$ cat src/design/jtlmf_pkg.sv
package jtlmf_pkg;

    localparam int KEY_BYTES     = 16;
    localparam int KEY_IDX_BITS  = 4;
    localparam int KEY_LEN_BITS  = 5;
    localparam int KEY_WORD_BITS = 64;
    localparam int OFFSET_BITS   = 16;
    localparam int CFG_IDX_BITS  = 2;

    localparam logic [KEY_LEN_BITS-1:0] KEY_LEN_MAX  = KEY_LEN_BITS'(KEY_BYTES);
    localparam logic [KEY_LEN_BITS-1:0] NAME_IDX_SAT = '1;

    localparam logic signed [7:0] DEPTH_MAX = 8'sd127;
    localparam logic signed [7:0] DEPTH_MIN = -8'sd128;
    localparam logic signed [7:0] DEPTH_TOP = 8'sd1;

    localparam logic [7:0] CH_COLON  = 8'h3A;
    localparam logic [7:0] CH_COMMA  = 8'h2C;
    localparam logic [7:0] CH_LBRACE = 8'h7B;
    localparam logic [7:0] CH_LBRACK = 8'h5B;
    localparam logic [7:0] CH_RBRACE = 8'h7D;
    localparam logic [7:0] CH_RBRACK = 8'h5D;
    localparam logic [7:0] CH_BSLASH = 8'h5C;
    localparam logic [7:0] CH_QUOTE  = 8'h22;
    localparam logic [7:0] CH_SPACE  = 8'h20;
    localparam logic [7:0] CH_TAB    = 8'h09;
    localparam logic [7:0] CH_CR     = 8'h0D;

    typedef enum logic [CFG_IDX_BITS-1:0] {
        CFG_KEY_LEN  = 2'd0,
        CFG_KEY_LOW  = 2'd1,
        CFG_KEY_HIGH = 2'd2
    } t_cfg_idx;

    typedef enum logic [1:0] {
        ST_FOUND     = 2'd0,
        ST_NOT_FOUND = 2'd1,
        ST_MALFORMED = 2'd2,
        ST_TOO_LONG  = 2'd3
    } t_status;

    typedef enum logic [3:0] {
        PH_OUTSIDE     = 4'd0,
        PH_NAME        = 4'd1,
        PH_NAME_ESC    = 4'd2,
        PH_SEEK_COLON  = 4'd3,
        PH_SKIP_WS     = 4'd4,
        PH_VAL_BARE    = 4'd5,
        PH_VAL_STR     = 4'd6,
        PH_VAL_STR_ESC = 4'd7,
        PH_DONE        = 4'd8
    } t_phase;

    typedef struct packed {
        logic [KEY_LEN_BITS-1:0]          len;
        logic [KEY_BYTES-1:0][7:0]        bytes;
    } t_key;

    typedef struct packed {
        logic [7:0] data_byte;
        logic       end_of_document;
    } t_item;

    typedef struct packed {
        t_status                status;
        logic [OFFSET_BITS-1:0] value_begin;
        logic [OFFSET_BITS:0]   value_end;
    } t_result;

endpackage

$ cat src/design/jtlmf_intf.sv
interface jtlmf_item_if;
    logic       valid;
    logic       ready;
    logic [7:0] data_byte;
    logic       end_of_document;

    modport source (output valid, output data_byte, output end_of_document, input ready);
    modport sink   (input valid, input data_byte, input end_of_document, output ready);
endinterface

interface jtlmf_result_if;
    logic                                 valid;
    logic                                 ready;
    logic [1:0]                           status;
    logic [jtlmf_pkg::OFFSET_BITS-1:0]    value_begin;
    logic [jtlmf_pkg::OFFSET_BITS:0]      value_end;

    modport source (output valid, output status, output value_begin, output value_end,
                    input ready);
    modport sink   (input valid, input status, input value_begin, input value_end,
                    output ready);
endinterface

interface jtlmf_cfg_if;
    logic                                 valid;
    logic                                 ready;
    logic [jtlmf_pkg::CFG_IDX_BITS-1:0]   reg_index;
    logic [jtlmf_pkg::KEY_WORD_BITS-1:0]  write_data;

    modport source (output valid, output reg_index, output write_data, input ready);
    modport sink   (input valid, input reg_index, input write_data, output ready);
endinterface

$ cat src/design/jtlmf_cfg_regs.sv
module jtlmf_cfg_regs (
    input  logic                                i_clk,
    input  logic                                i_rst_n,
    input  logic                                i_wr_en,
    input  logic [jtlmf_pkg::CFG_IDX_BITS-1:0]  i_wr_index,
    input  logic [jtlmf_pkg::KEY_WORD_BITS-1:0] i_wr_data,
    output jtlmf_pkg::t_key                     o_key
);

    logic [jtlmf_pkg::KEY_LEN_BITS-1:0]  r_key_len;
    logic [jtlmf_pkg::KEY_WORD_BITS-1:0] r_key_low;
    logic [jtlmf_pkg::KEY_WORD_BITS-1:0] r_key_high;

    always_ff @(posedge i_clk) begin
        if (!i_rst_n) begin
            r_key_len  <= '0;
            r_key_low  <= '0;
            r_key_high <= '0;
        end else if (i_wr_en) begin
            case (i_wr_index)
                jtlmf_pkg::CFG_KEY_LEN:  r_key_len  <= i_wr_data[jtlmf_pkg::KEY_LEN_BITS-1:0];
                jtlmf_pkg::CFG_KEY_LOW:  r_key_low  <= i_wr_data;
                jtlmf_pkg::CFG_KEY_HIGH: r_key_high <= i_wr_data;
                default: ;
            endcase
        end
    end

    assign o_key.len   = r_key_len;
    assign o_key.bytes = {r_key_high, r_key_low};

endmodule

$ cat src/design/jtlmf_in_stage.sv
module jtlmf_in_stage (
    input  logic             i_clk,
    input  logic             i_rst_n,
    input  logic             i_valid,
    input  jtlmf_pkg::t_item i_item,
    output logic             o_ready,
    output logic             o_valid,
    output jtlmf_pkg::t_item o_item,
    input  logic             i_pop
);

    logic             r_valid;
    jtlmf_pkg::t_item r_item;

    // slot is free when empty or drained this cycle
    assign o_ready = !r_valid || i_pop;

    always_ff @(posedge i_clk) begin
        if (!i_rst_n) begin
            r_valid <= 1'b0;
        end else if (o_ready) begin
            r_valid <= i_valid;
        end
    end

    always_ff @(posedge i_clk) begin
        if (o_ready && i_valid) begin
            r_item <= i_item;
        end
    end

    assign o_valid = r_valid;
    assign o_item  = r_item;

endmodule

$ cat src/design/jtlmf_scanner.sv
module jtlmf_scanner (
    input  logic               i_clk,
    input  logic               i_rst_n,
    input  logic               i_go,
    input  jtlmf_pkg::t_item   i_item,
    input  jtlmf_pkg::t_key    i_key,
    output logic               o_hit,
    output jtlmf_pkg::t_result o_result
);

    logic [jtlmf_pkg::OFFSET_BITS:0]    r_offset, n_offset;
    logic signed [7:0]                  r_depth, n_depth;
    jtlmf_pkg::t_phase                  r_phase, n_phase;
    logic [jtlmf_pkg::KEY_LEN_BITS-1:0] r_name_idx, n_name_idx;
    logic                               r_name_mis, n_name_mis;
    logic [jtlmf_pkg::OFFSET_BITS-1:0]  r_span, n_span;

    logic [7:0] b;
    logic       eod;
    logic       too_long;
    logic       byte_ws;
    logic       key_ok;
    logic       name_miss;
    logic [jtlmf_pkg::KEY_LEN_BITS-1:0] name_idx_inc;
    logic [jtlmf_pkg::OFFSET_BITS:0]    offset_inc;

    assign b        = i_item.data_byte;
    assign eod      = i_item.end_of_document;
    assign too_long = r_offset[jtlmf_pkg::OFFSET_BITS];
    assign byte_ws  = (b == jtlmf_pkg::CH_SPACE)
                   || (b >= jtlmf_pkg::CH_TAB && b <= jtlmf_pkg::CH_CR);
    assign key_ok   = (i_key.len <= jtlmf_pkg::KEY_LEN_MAX);
    assign name_miss = !key_ok || (r_name_idx >= i_key.len)
                    || (b != i_key.bytes[r_name_idx[jtlmf_pkg::KEY_IDX_BITS-1:0]]);
    assign name_idx_inc = (r_name_idx == jtlmf_pkg::NAME_IDX_SAT) ? r_name_idx
                                                                : r_name_idx + 1'b1;
    assign offset_inc = r_offset + 1'b1;

    always_comb begin
        n_offset   = r_offset;
        n_depth    = r_depth;
        n_phase    = r_phase;
        n_name_idx = r_name_idx;
        n_name_mis = r_name_mis;
        n_span     = r_span;
        o_hit      = 1'b0;
        o_result   = '{status: jtlmf_pkg::ST_FOUND, value_begin: '0, value_end: '0};

        if (r_phase != jtlmf_pkg::PH_DONE) begin
            if (too_long) begin
                o_hit           = 1'b1;
                o_result.status = jtlmf_pkg::ST_TOO_LONG;
                n_phase         = jtlmf_pkg::PH_DONE;
            end else begin
                case (r_phase)
                    jtlmf_pkg::PH_OUTSIDE: begin
                        if (b == jtlmf_pkg::CH_QUOTE) begin
                            n_phase    = jtlmf_pkg::PH_NAME;
                            n_name_idx = '0;
                            n_name_mis = (r_depth != jtlmf_pkg::DEPTH_TOP);
                        end else if (b == jtlmf_pkg::CH_LBRACE || b == jtlmf_pkg::CH_LBRACK) begin
                            if (r_depth < jtlmf_pkg::DEPTH_MAX) n_depth = r_depth + 8'sd1;
                        end else if (b == jtlmf_pkg::CH_RBRACE || b == jtlmf_pkg::CH_RBRACK) begin
                            if (r_depth > jtlmf_pkg::DEPTH_MIN) n_depth = r_depth - 8'sd1;
                        end
                    end
                    jtlmf_pkg::PH_NAME: begin
                        if (b == jtlmf_pkg::CH_QUOTE) begin
                            if (!r_name_mis && r_name_idx == i_key.len && key_ok)
                                n_phase = jtlmf_pkg::PH_SEEK_COLON;
                            else
                                n_phase = jtlmf_pkg::PH_OUTSIDE;
                        end else begin
                            n_name_mis = r_name_mis || name_miss;
                            n_name_idx = name_idx_inc;
                            if (b == jtlmf_pkg::CH_BSLASH) n_phase = jtlmf_pkg::PH_NAME_ESC;
                        end
                    end
                    jtlmf_pkg::PH_NAME_ESC: begin
                        n_name_mis = r_name_mis || name_miss;
                        n_name_idx = name_idx_inc;
                        n_phase    = jtlmf_pkg::PH_NAME;
                    end
                    jtlmf_pkg::PH_SEEK_COLON: begin
                        if (b == jtlmf_pkg::CH_COLON) n_phase = jtlmf_pkg::PH_SKIP_WS;
                    end
                    jtlmf_pkg::PH_SKIP_WS: begin
                        if (!byte_ws) begin
                            n_span = r_offset[jtlmf_pkg::OFFSET_BITS-1:0];
                            if (b == jtlmf_pkg::CH_QUOTE) begin
                                n_phase = jtlmf_pkg::PH_VAL_STR;
                            end else if (b == jtlmf_pkg::CH_COMMA
                                         || b == jtlmf_pkg::CH_RBRACE) begin
                                // empty bare value
                                o_hit                = 1'b1;
                                o_result.value_begin = r_offset[jtlmf_pkg::OFFSET_BITS-1:0];
                                o_result.value_end   = r_offset;
                                n_phase              = jtlmf_pkg::PH_DONE;
                            end else begin
                                n_phase = jtlmf_pkg::PH_VAL_BARE;
                            end
                        end
                    end
                    jtlmf_pkg::PH_VAL_BARE: begin
                        if (b == jtlmf_pkg::CH_COMMA || b == jtlmf_pkg::CH_RBRACE || byte_ws) begin
                            o_hit                = 1'b1;
                            o_result.value_begin = r_span;
                            o_result.value_end   = r_offset;
                            n_phase              = jtlmf_pkg::PH_DONE;
                        end
                    end
                    jtlmf_pkg::PH_VAL_STR: begin
                        if (b == jtlmf_pkg::CH_BSLASH) begin
                            n_phase = jtlmf_pkg::PH_VAL_STR_ESC;
                        end else if (b == jtlmf_pkg::CH_QUOTE) begin
                            o_hit                = 1'b1;
                            o_result.value_begin = r_span;
                            o_result.value_end   = offset_inc;
                            n_phase              = jtlmf_pkg::PH_DONE;
                        end
                    end
                    jtlmf_pkg::PH_VAL_STR_ESC: begin
                        n_phase = jtlmf_pkg::PH_VAL_STR;
                    end
                    default: ;
                endcase
            end
        end

        if (eod) begin
            if (!o_hit && n_phase != jtlmf_pkg::PH_DONE) begin
                o_hit = 1'b1;
                if (n_phase == jtlmf_pkg::PH_VAL_BARE) begin
                    // bare value runs to the last byte
                    o_result.value_begin = n_span;
                    o_result.value_end   = offset_inc;
                end else if (n_phase == jtlmf_pkg::PH_OUTSIDE) begin
                    o_result.status = jtlmf_pkg::ST_NOT_FOUND;
                end else begin
                    o_result.status = jtlmf_pkg::ST_MALFORMED;
                end
            end
            n_offset   = '0;
            n_depth    = '0;
            n_phase    = jtlmf_pkg::PH_OUTSIDE;
            n_name_idx = '0;
            n_name_mis = 1'b0;
            n_span     = '0;
        end else if (n_phase != jtlmf_pkg::PH_DONE && !too_long) begin
            n_offset = offset_inc;
        end
    end

    always_ff @(posedge i_clk) begin
        if (!i_rst_n) begin
            r_offset   <= '0;
            r_depth    <= '0;
            r_phase    <= jtlmf_pkg::PH_OUTSIDE;
            r_name_idx <= '0;
            r_name_mis <= 1'b0;
            r_span     <= '0;
        end else if (i_go) begin
            r_offset   <= n_offset;
            r_depth    <= n_depth;
            r_phase    <= n_phase;
            r_name_idx <= n_name_idx;
            r_name_mis <= n_name_mis;
            r_span     <= n_span;
        end
    end

endmodule

$ cat src/design/jtlmf_out_stage.sv
module jtlmf_out_stage (
    input  logic               i_clk,
    input  logic               i_rst_n,
    input  logic               i_load,
    input  jtlmf_pkg::t_result i_result,
    output logic               o_space,
    output logic               o_valid,
    input  logic               i_ready,
    output jtlmf_pkg::t_result o_result
);

    logic               r_valid;
    jtlmf_pkg::t_result r_result;

    assign o_space = !r_valid || i_ready;

    always_ff @(posedge i_clk) begin
        if (!i_rst_n) begin
            r_valid <= 1'b0;
        end else if (i_load) begin
            r_valid <= 1'b1;
        end else if (i_ready) begin
            r_valid <= 1'b0;
        end
    end

    always_ff @(posedge i_clk) begin
        if (i_load) begin
            r_result <= i_result;
        end
    end

    assign o_valid  = r_valid;
    assign o_result = r_result;

endmodule

$ cat src/design/json_top_level_member_finder.sv
// a result is registered in the result register once its byte has left the input register
// throughput: one byte per cycle unless a waiting result stalls the scan; the scanner state
// update is one short pass per byte; an input register and a result register part the two
// channels, so a waiting result stalls the input only once the input register is also full
// reset: synchronous, active low; clears the key registers, the scan state and both
// valid flags; no clearing pass, the block is ready on the cycle after reset
module json_top_level_member_finder (
    input  logic                  i_clk,
    input  logic                  i_rst_n,
    jtlmf_item_if.sink            i_item,
    jtlmf_result_if.source        o_result,
    jtlmf_cfg_if.sink             i_cfg
);

    jtlmf_pkg::t_key    w_key;
    jtlmf_pkg::t_item   w_in_item;
    jtlmf_pkg::t_item   w_stage_item;
    jtlmf_pkg::t_result w_scan_result;
    jtlmf_pkg::t_result w_out_result;
    logic               w_stage_valid;
    logic               w_out_space;
    logic               w_go;
    logic               w_hit;

    // configuration writes are always taken
    assign i_cfg.ready = 1'b1;

    jtlmf_cfg_regs u_cfg_regs (
        .i_clk      (i_clk),
        .i_rst_n    (i_rst_n),
        .i_wr_en    (i_cfg.valid),
        .i_wr_index (i_cfg.reg_index),
        .i_wr_data  (i_cfg.write_data),
        .o_key      (w_key)
    );

    assign w_in_item.data_byte       = i_item.data_byte;
    assign w_in_item.end_of_document = i_item.end_of_document;

    // input register: holds one byte while the result register is blocked
    jtlmf_in_stage u_in_stage (
        .i_clk   (i_clk),
        .i_rst_n (i_rst_n),
        .i_valid (i_item.valid),
        .i_item  (w_in_item),
        .o_ready (i_item.ready),
        .o_valid (w_stage_valid),
        .o_item  (w_stage_item),
        .i_pop   (w_go)
    );

    // a byte is scanned only when its possible result has somewhere to go
    assign w_go = w_stage_valid && w_out_space;

    // scan state machine: phase, depth, offset and key compare for one byte
    jtlmf_scanner u_scanner (
        .i_clk    (i_clk),
        .i_rst_n  (i_rst_n),
        .i_go     (w_go),
        .i_item   (w_stage_item),
        .i_key    (w_key),
        .o_hit    (w_hit),
        .o_result (w_scan_result)
    );

    // result register: at most one transaction per document
    jtlmf_out_stage u_out_stage (
        .i_clk    (i_clk),
        .i_rst_n  (i_rst_n),
        .i_load   (w_go && w_hit),
        .i_result (w_scan_result),
        .o_space  (w_out_space),
        .o_valid  (o_result.valid),
        .i_ready  (o_result.ready),
        .o_result (w_out_result)
    );

    assign o_result.status      = w_out_result.status;
    assign o_result.value_begin = w_out_result.value_begin;
    assign o_result.value_end   = w_out_result.value_end;

endmodule

$ cat src/flat_wrapper.sv
// flat-port wrapper written by rule: the top's interface ports become plain ports
module json_top_level_member_finder_flat 
  (i_clk, i_rst_n, i_item_valid, i_item_data_byte, i_item_end_of_document, i_item_ready, o_result_valid, o_result_status, o_result_value_begin, o_result_value_end, o_result_ready, i_cfg_valid, i_cfg_reg_index, i_cfg_write_data, i_cfg_ready);
  jtlmf_item_if i_item_i ();
  jtlmf_result_if o_result_i ();
  jtlmf_cfg_if i_cfg_i ();
  input  logic i_clk;
  input  logic i_rst_n;
  input wire logic [$bits(i_item_i.valid)-1:0] i_item_valid;
  input wire logic [$bits(i_item_i.data_byte)-1:0] i_item_data_byte;
  input wire logic [$bits(i_item_i.end_of_document)-1:0] i_item_end_of_document;
  output wire logic [$bits(i_item_i.ready)-1:0] i_item_ready;
  output wire logic [$bits(o_result_i.valid)-1:0] o_result_valid;
  output wire logic [$bits(o_result_i.status)-1:0] o_result_status;
  output wire logic [$bits(o_result_i.value_begin)-1:0] o_result_value_begin;
  output wire logic [$bits(o_result_i.value_end)-1:0] o_result_value_end;
  input wire logic [$bits(o_result_i.ready)-1:0] o_result_ready;
  input wire logic [$bits(i_cfg_i.valid)-1:0] i_cfg_valid;
  input wire logic [$bits(i_cfg_i.reg_index)-1:0] i_cfg_reg_index;
  input wire logic [$bits(i_cfg_i.write_data)-1:0] i_cfg_write_data;
  output wire logic [$bits(i_cfg_i.ready)-1:0] i_cfg_ready;
  assign i_item_i.valid = i_item_valid;
  assign i_item_i.data_byte = i_item_data_byte;
  assign i_item_i.end_of_document = i_item_end_of_document;
  assign i_item_ready = i_item_i.ready;
  assign o_result_valid = o_result_i.valid;
  assign o_result_status = o_result_i.status;
  assign o_result_value_begin = o_result_i.value_begin;
  assign o_result_value_end = o_result_i.value_end;
  assign o_result_i.ready = o_result_ready;
  assign i_cfg_i.valid = i_cfg_valid;
  assign i_cfg_i.reg_index = i_cfg_reg_index;
  assign i_cfg_i.write_data = i_cfg_write_data;
  assign i_cfg_ready = i_cfg_i.ready;
  json_top_level_member_finder u_core (.i_clk(i_clk), .i_rst_n(i_rst_n), .i_item(i_item_i), .o_result(o_result_i), .i_cfg(i_cfg_i));
endmodule
$ cat config.mk
export PLATFORM = sky130hd
export DESIGN_NAME = json_top_level_member_finder_flat
export DESIGN_NICKNAME = d
export VERILOG_FILES = /design/src/design/jtlmf_pkg.sv /design/src/design/jtlmf_intf.sv /design/src/design/jtlmf_cfg_regs.sv /design/src/design/jtlmf_in_stage.sv /design/src/design/jtlmf_scanner.sv /design/src/design/jtlmf_out_stage.sv /design/src/design/json_top_level_member_finder.sv /design/src/flat_wrapper.sv
export SDC_FILE = /design/constraint.sdc
export NUM_CORES = 1
export LEC_CHECK = 0
export BUFFER_PORTS_ARGS = -buffer_cell sky130_fd_sc_hd__clkbuf_2
export CORE_AREA = 2 2 148 150
export CTS_BUF_LIST = sky130_fd_sc_hd__clkbuf_8
export CTS_CLUSTER_SIZE = 40
export DETAILED_ROUTE_END_ITERATION = 10
export DIE_AREA = 0 0 150 152
export PLACE_DENSITY = 0.83
export SLEW_MARGIN = 20
export SYNTH_ARGS = -nofsm -noshare
export SYNTH_HDL_FRONTEND = slang
export SYNTH_SLANG_ARGS = --single-unit
export TNS_END_PERCENT = 1
$ cat constraint.sdc
create_clock -name i_clk -period 4.85 [get_ports i_clk]
set_clock_uncertainty 0.2 [all_clocks]
set_input_delay 0.2425 -clock i_clk [delete_from_list [all_inputs] [get_ports i_clk]]
set_output_delay 0.2425 -clock i_clk [all_outputs]
set_load 0.05 [all_outputs]
# --- Yosys cells after proc, flatten, opt, wreduce, memory -nomap -nowiden ---
# Cells that the tools add are included.
classes:
  addsub: 4
  magnitude_cmp: 7
  eq_ne: 30
  n_mux: 74
  reduce_logical: 40
op_table:
  columns: ["op", "count"]
  rows:
  - ["33-bit two-way mux", 8]
  - ["35-bit two-way mux", 3]
  - ["33-bit case mux with 3 select lines", 1]
  - ["16-bit two-way mux", 5]
  - ["8-bit two-way mux", 10]
  - ["4-bit two-way mux", 13]
  - ["8-bit by 7-bit == test with 1-bit output, second input constant", 5]
  - ["17-bit two-way mux", 2]
  - ["8-bit binary-select mux with 4-bit select", 1]
  - ["8-bit by 6-bit == test with 1-bit output, second input constant", 4]
  - ["4-bit case mux with 8 select lines", 1]
  - ["5-bit two-way mux", 6]
  - ["4-bit by 3-bit == test with 1-bit output, second input constant", 5]
  - ["17-bit by 1-bit adder with 17-bit output, second input constant", 1]
  - ["1-bit two-way mux", 17]
  - ["5-bit case mux with 3 select lines", 1]
  - ["1-bit logical OR", 10]
  - ["8-bit by 2-bit adder with 8-bit output, second input constant", 1]
  - ["4-bit by 2-bit == test with 1-bit output, second input constant", 2]
  - ["8-bit by 4-bit >= comparator with 1-bit output, second input constant", 1]
  - ["8-bit greater-than comparator, second input constant", 1]
  - ["8-bit by 4-bit less-or-equal comparator with 1-bit output, second input constant", 1]
  - ["1-bit logical AND", 8]
  - ["4-bit zero test", 2]
  - ["27 further kinds", 46]
totals:
  register_bits: 230
  in_bits: 80
  output_inout_bits: 38

# --- Longest topological paths before layout ---
depth:
  word_depth: 14
  mapped_depth: 14
  depth_no_buf: 10

# --- Modules after synthesis ---
# Synthesis repeated with hierarchy kept, for this count alone.
unflattened:
  hier_cells: 1193
  hier_area_um2: 11647.4
modules_own_cells:
  columns: ["module", "n_inst", "cells_each", "area_per_inst_um2", "seq_area_each_um2"]
  rows:
  - ["jtlmf_scanner", 1, 633, 5112.4, 1021.0]
  - ["jtlmf_cfg_regs", 1, 503, 5083.6, 2662.6]
  - ["jtlmf_out_stage", 1, 39, 1099.8, 1071.0]
  - ["jtlmf_in_stage", 1, 14, 327.8, 290.3]
  - ["json_top_level_member_finder", 1, 4, 23.8, 0.0]

# --- Worst setup path before layout ---
# Ideal clock, no wire load.
synth_timing:
  path_type: "reg-to-reg"
  startpoint: "register u_core.u_scanner.r_name_idx[0] (netlist bit)"
  endpoint: "register u_core.u_out_stage.r_result (netlist bit u_core.u_out_stage.o_result[0]) (enable)"
  t_arrival_ns: 4.369
  required_ns: 4.223
  slack_ns: -0.146
  stages_incl_launch_ff: 13
  synth_period_minus_slack_ns: 4.996
  path_cell_list: "dfxtp_1 clkbuf_1 buf_2 buf_2 inv_1 ha_1 nor4b_1 o21ai_0 a311o_1 nand4_1 buf_2 a211oi_1 nor2_1"
synth_between:
  elab_chain_cells: 13
synth_rtl:
  columns: ["element", "line", "rtl"]
  rows:
  - ["start, declared", "jtlmf_scanner.sv:14", "logic [jtlmf_pkg::KEY_LEN_BITS-1:0] r_name_idx, n_name_idx;"]
  - ["start signal, assigned", "jtlmf_scanner.sv:166", "r_name_idx <= n_name_idx;"]
  - ["5-bit == test", "jtlmf_scanner.sv:69", "if (!r_name_mis && r_name_idx == i_key.len && key_ok)"]
  - ["1-bit logical AND (2 in a row)", "jtlmf_scanner.sv:69", null]
  - ["2-bit two-way mux", "jtlmf_scanner.sv:69", null]
  - ["4-bit two-way mux", "jtlmf_scanner.sv:68", "if (b == jtlmf_pkg::CH_QUOTE) begin"]
  - ["4-bit case mux with 8 select lines", "jtlmf_scanner.sv:55", "case (r_phase)"]
  - ["4-bit two-way mux", "jtlmf_scanner.sv:50", "if (too_long) begin"]
  - ["4-bit two-way mux", "jtlmf_scanner.sv:49", "if (r_phase != jtlmf_pkg::PH_DONE) begin"]
  - ["4-bit != test", "jtlmf_scanner.sv:131", "if (!o_hit && n_phase != jtlmf_pkg::PH_DONE) begin"]
  - ["1-bit logical AND", "jtlmf_scanner.sv:131", null]
  - ["1-bit two-way mux", "jtlmf_scanner.sv:131", null]
  - ["1-bit two-way mux", "jtlmf_scanner.sv:130", "if (eod) begin"]
  - ["1-bit logical AND", "json_top_level_member_finder.sv:70", ".i_load (w_go && w_hit),"]
  - ["named net u_core.u_out_stage.i_load", "jtlmf_out_stage.sv:4", "input logic i_load,"]
  - ["end signal, assigned", "jtlmf_out_stage.sv:29", "r_result <= i_result;"]
  - ["end, declared", "jtlmf_out_stage.sv:13", "jtlmf_pkg::t_result r_result;"]
# The timed path passes the listed nets, and every way through them passes these cells.
# A chain may end at the register's enable or synchronous reset.

==> flow_summary.json <==
{
  "hp-class": "input pin to flip-flop",
  "crit_chain": "ha_1, nand4_1, nor4b_1, o21ai_0, o2111a_1, a211oi_1, or4_1, nand2_4, a22o_4",
  "cts_setup_buffers": 0,
  "min_path_cells": 4,
  "synth_top_family_by_area": "compound AO/OA/AOI/OAI gates",
  "power_leakage_nw": 5.00,
  "ys_ff_latch": 230,
  "clock_latency_ns": 0.55,
  "yosysSeqAreaShare_pct": 44.1,
  "swShare_pct": 24.7,
  "finalHoldViolCount": 5,
  "endpoint_kind": "flip-flop",
  "antenna_found_initial": 0,
  "worst_slew_pin_slew_ns": 0.922,
  "netlist_area_um2": 11400,
  "htree_num_levels": 2,
  "cts_root_buf": "clkbuf_8",
  "reg2reg_depth": 9,
  "drive_above_1_share_pct": 17.1,
  "drv_cap": 0,
  "portBuffers": 116,
  "synthArstFlopShare_pct": 0,
  "gp_congestion": 0.864,
  "synth-edff-count": 44,
  "overflow": 0,
  "clock_power_share_pct": 42.0,
  "drcViolationCount": 0,
  "die_x_um": 150,
  "violations": "hold timing",
  "cts_sinks": 230,
  "final_area_um2": 13600,
  "cp-start-kind": "flip-flop",
  "core_um2": 21400,
  "synth_compound_area_share_pct": 20.1,
  "grt_pass1_vias": 9601,
  "yosys.area_share.adder_pct": 1.31,
  "fin_setup_tns_ns": 0,
  "setup_violations": 0,
  "drv_slew": 0,
  "diodes": 0,
  "synth_top_area_share_pct": 32.5,
  "die_h_um": 152,
  "min_period_over_period_pct": 80.6,
  "synthMuxAreaShare_pct": 9.52,
  "power_frac_seq_pct": 50.3,
  "min_to": "u_core.u_cfg_regs.r_key_len[3]",
  "status": "finished with violations",
  "synthCells": 1227,
  "synth_common_cells": "nand2_1 (274), dfxtp_1 (186), a21boi_0 (138), clkbuf_1 (76), nor2b_1 (49)",
  "cp_top_family": "simple AND/OR/NAND/NOR gates",
  "clockBufferDepth": 3,
  "ios": 118,
  "synth_most_common_cell": "nand2_1",
  "dp.cells": 1536,
  "min_period_ns": 3.91,
  "p_per_area_nw_per_um2": 297,
  "ir_drop_mv": 0.250,
  "p_comb_share_pct": 7.7,
  "final_nets": 1466,
  "clkTransAtPathRegs_ns": 0.06,
  "crit_type": "flip-flop to flip-flop",
  "routedWlPerCell_um": 18.0,
  "path_buf_inv": 0,
  "synthSimpleGateAreaFrac_pct": 19.5,
  "dieArea_um2": 22800,
  "grt_pass1_wl_um": 49300,
  "avgSynthCellArea_um2": 9.33,
  "timing.rr.start": "u_core.u_scanner.r_name_idx[3]",
  "worstHoldStart": "i_cfg_reg_index[0]",
  "finalPower_mw": 4.04,
  "drtIter0Drc": 781,
  "yosysWarnings": 0,
  "vias": 9952,
  "required_ns": 4.96,
  "dp_hpwl_um": 18800,
  "syn2layout_area_growth_pct": 18.8,
  "fin_cells": 1681,
  "synth_nets": 1319,
  "ant_nets": 0,
  "p_sw_mw": 1.00,
  "grt.total_usage_pct": 26.5,
  "grt_start_max_net_pins": 95,
  "first_pass_iters": 5,
  "rsz0062_at_grt": "false",
  "arrival_ns": 4.02,
  "synthFlopType": "dfxtp_1",
  "cts_tree": "built",
  "viasPerCell": 5.92,
  "synth_area_leaders": "dfxtp_1 (33%), edfxtp_1 (12%), a21boi_0 (9.0%)",
  "wirelength_um": 30200,
  "place_area_um2": 12100,
  "whs_ns": -0.0184,
  "r2r_end": "u_core.u_out_stage.o_result[7]",
  "r2r_setup_slack_ns": 0.94,
  "cp_max_fo": 18,
  "fmax_ghz": 0.256,
  "ys_types": 71,
  "synth_xor_area_share_pct": 1.15,
  "internal_power_mw": 3.04,
  "cpMaxStageDelayCell": "dfxtp_1",
  "row_count": 54,
  "cts_buffers": 39,
  "initial_utilization_pct": 53.6,
  "relSlewSlack_pct": 38.5,
  "synth_largest_area_cell": "dfxtp_1",
  "cpPeakStageDelay_ns": 0.73
}
==> final cells by class <==
class	instances	area, um2
clock buffers	45	619
clock inverters	23	139
fillers	1651	7750
inverters	15	56.3
multi-input cells	880	5930
flip-flops and latches	230	5050
well taps	280	350
repair buffers	208	1460
==> registers in the layout, summed over array words and instances, names as in the netlist <==
name and count:
u_core.u_scanner.r_name_mis 1, u_core.u_scanner.r_name_idx 5, u_core.u_in_stage.o_valid 1, u_core.u_out_stage.o_result 35, u_core.u_scanner.r_span 16, u_core.u_in_stage.o_item 9
u_core.u_scanner.r_phase 4, u_core.u_out_stage.o_valid 1, u_core.u_scanner.r_depth 8, u_core.u_cfg_regs.r_key_len 5, u_core.u_scanner.r_offset 17, u_core.u_cfg_regs.r_key_high 64
u_core.u_cfg_regs.r_key_low 64
==> worst min-delay path, cell delays in order <==
cell	delay, ns
clkbuf_2	0.12
nor3b_2	0.11
a21oi_1	0.15
nor2b_1	0.05
==> cells in the final DEF, fill, tap and decap left out, types with 5 or more instances in the layout <==
master,count
nand3b_1,5
edfxtp_1,44
a21boi_0,138
buf_4,16
nand3_1,26
or3_1,7
dfxtp_1,185
and2_1,6
nand2_1,274
a211oi_1,5
a21oi_1,34
nor2_1,28
mux4_2,39
clkbuf_8,45
mux2i_1,20
nand4_1,8
xnor2_1,12
inv_1,32
a22o_1,12
ha_1,12
nor4_1,6
nor3_1,14
dlygate4sd3_1,76
nor2b_1,49
and3_1,15
o22ai_1,19
clkbuf_2,115
o21ai_0,34
a22oi_1,37
o21ai_1,6
==> timing repair <==
item	CTS	global route
hold endpoints to repair	144	0
hold buffers	76	0
gates resized for setup	0	0
==> power groups by stage <==
stage	Sequential, mW	Clock, mW	Combinational [mW]
2_1_floorplan	2.06	0	0.168
3_3_place_gp	2.07	0	0.247
3_5_place_dp	2.07	0	0.252
4_1_cts	2.03	1.72	0.303
5_1_grt	2.04	1.81	0.337
6_report	2.03	1.70	0.310
==> stage by stage <==
| step | utilization [%] | worst slack (ns) |
|---|---|---|
| final | 63.7 | 0.941 |
| after floorplan | - | 0.431 |
| after CTS | 63.6 | 1.02 |
| after detailed placement | 56.5 | 1.03 |
| after global routing | 63.7 | 0.697 |
| after global placement | 56.5 | 1.14 |
==> routing by layer <==
metal	part of all wire [%]	GRT usage [%]
met1	41	35.2
met2	49	43.6
met3	7.6	4.50
met4	3.0	9.34
met5	0	0
==> logic make-up (layout without fill, tap and decap cells) <==
| family | after synthesis | after routing |
|---|---|---|
| muxes | 60 | 60 |
| adders and majority gates | 12 | 12 |
| DFF | 230 | 230 |
| and+or+nand+nor | 470 | 470 |
| other | 1 | 1 |
| AOI/OAI and AO/OA | 322 | 322 |
| xor gates and xnor gates | 15 | 15 |
| buffers and inverters | 117 | 291 |
==> how the worst max path moves through the flow <==
stage | slack, ns | start | end | cells after the start
after floorplan | 0.43 | u_core.u_scanner.r_name_idx[0] | u_core.u_out_stage.o_result[0] | 12
after global placement | 1.14 | u_core.u_scanner.r_name_idx[3] | u_core.u_out_stage.o_result[7] | 9
after detailed placement | 1.03 | u_core.u_scanner.r_name_idx[3] | u_core.u_out_stage.o_result[7] | 9
after CTS | 1.02 | u_core.u_scanner.r_name_idx[3] | u_core.u_out_stage.o_result[7] | 9
after global routing | 0.70 | u_core.u_scanner.r_name_idx[3] | u_core.u_out_stage.o_result[2] | 9
final | 0.94 | u_core.u_scanner.r_name_idx[3] | u_core.u_out_stage.o_result[7] | 9
Note: power is estimated with default switching activity, not from simulation.
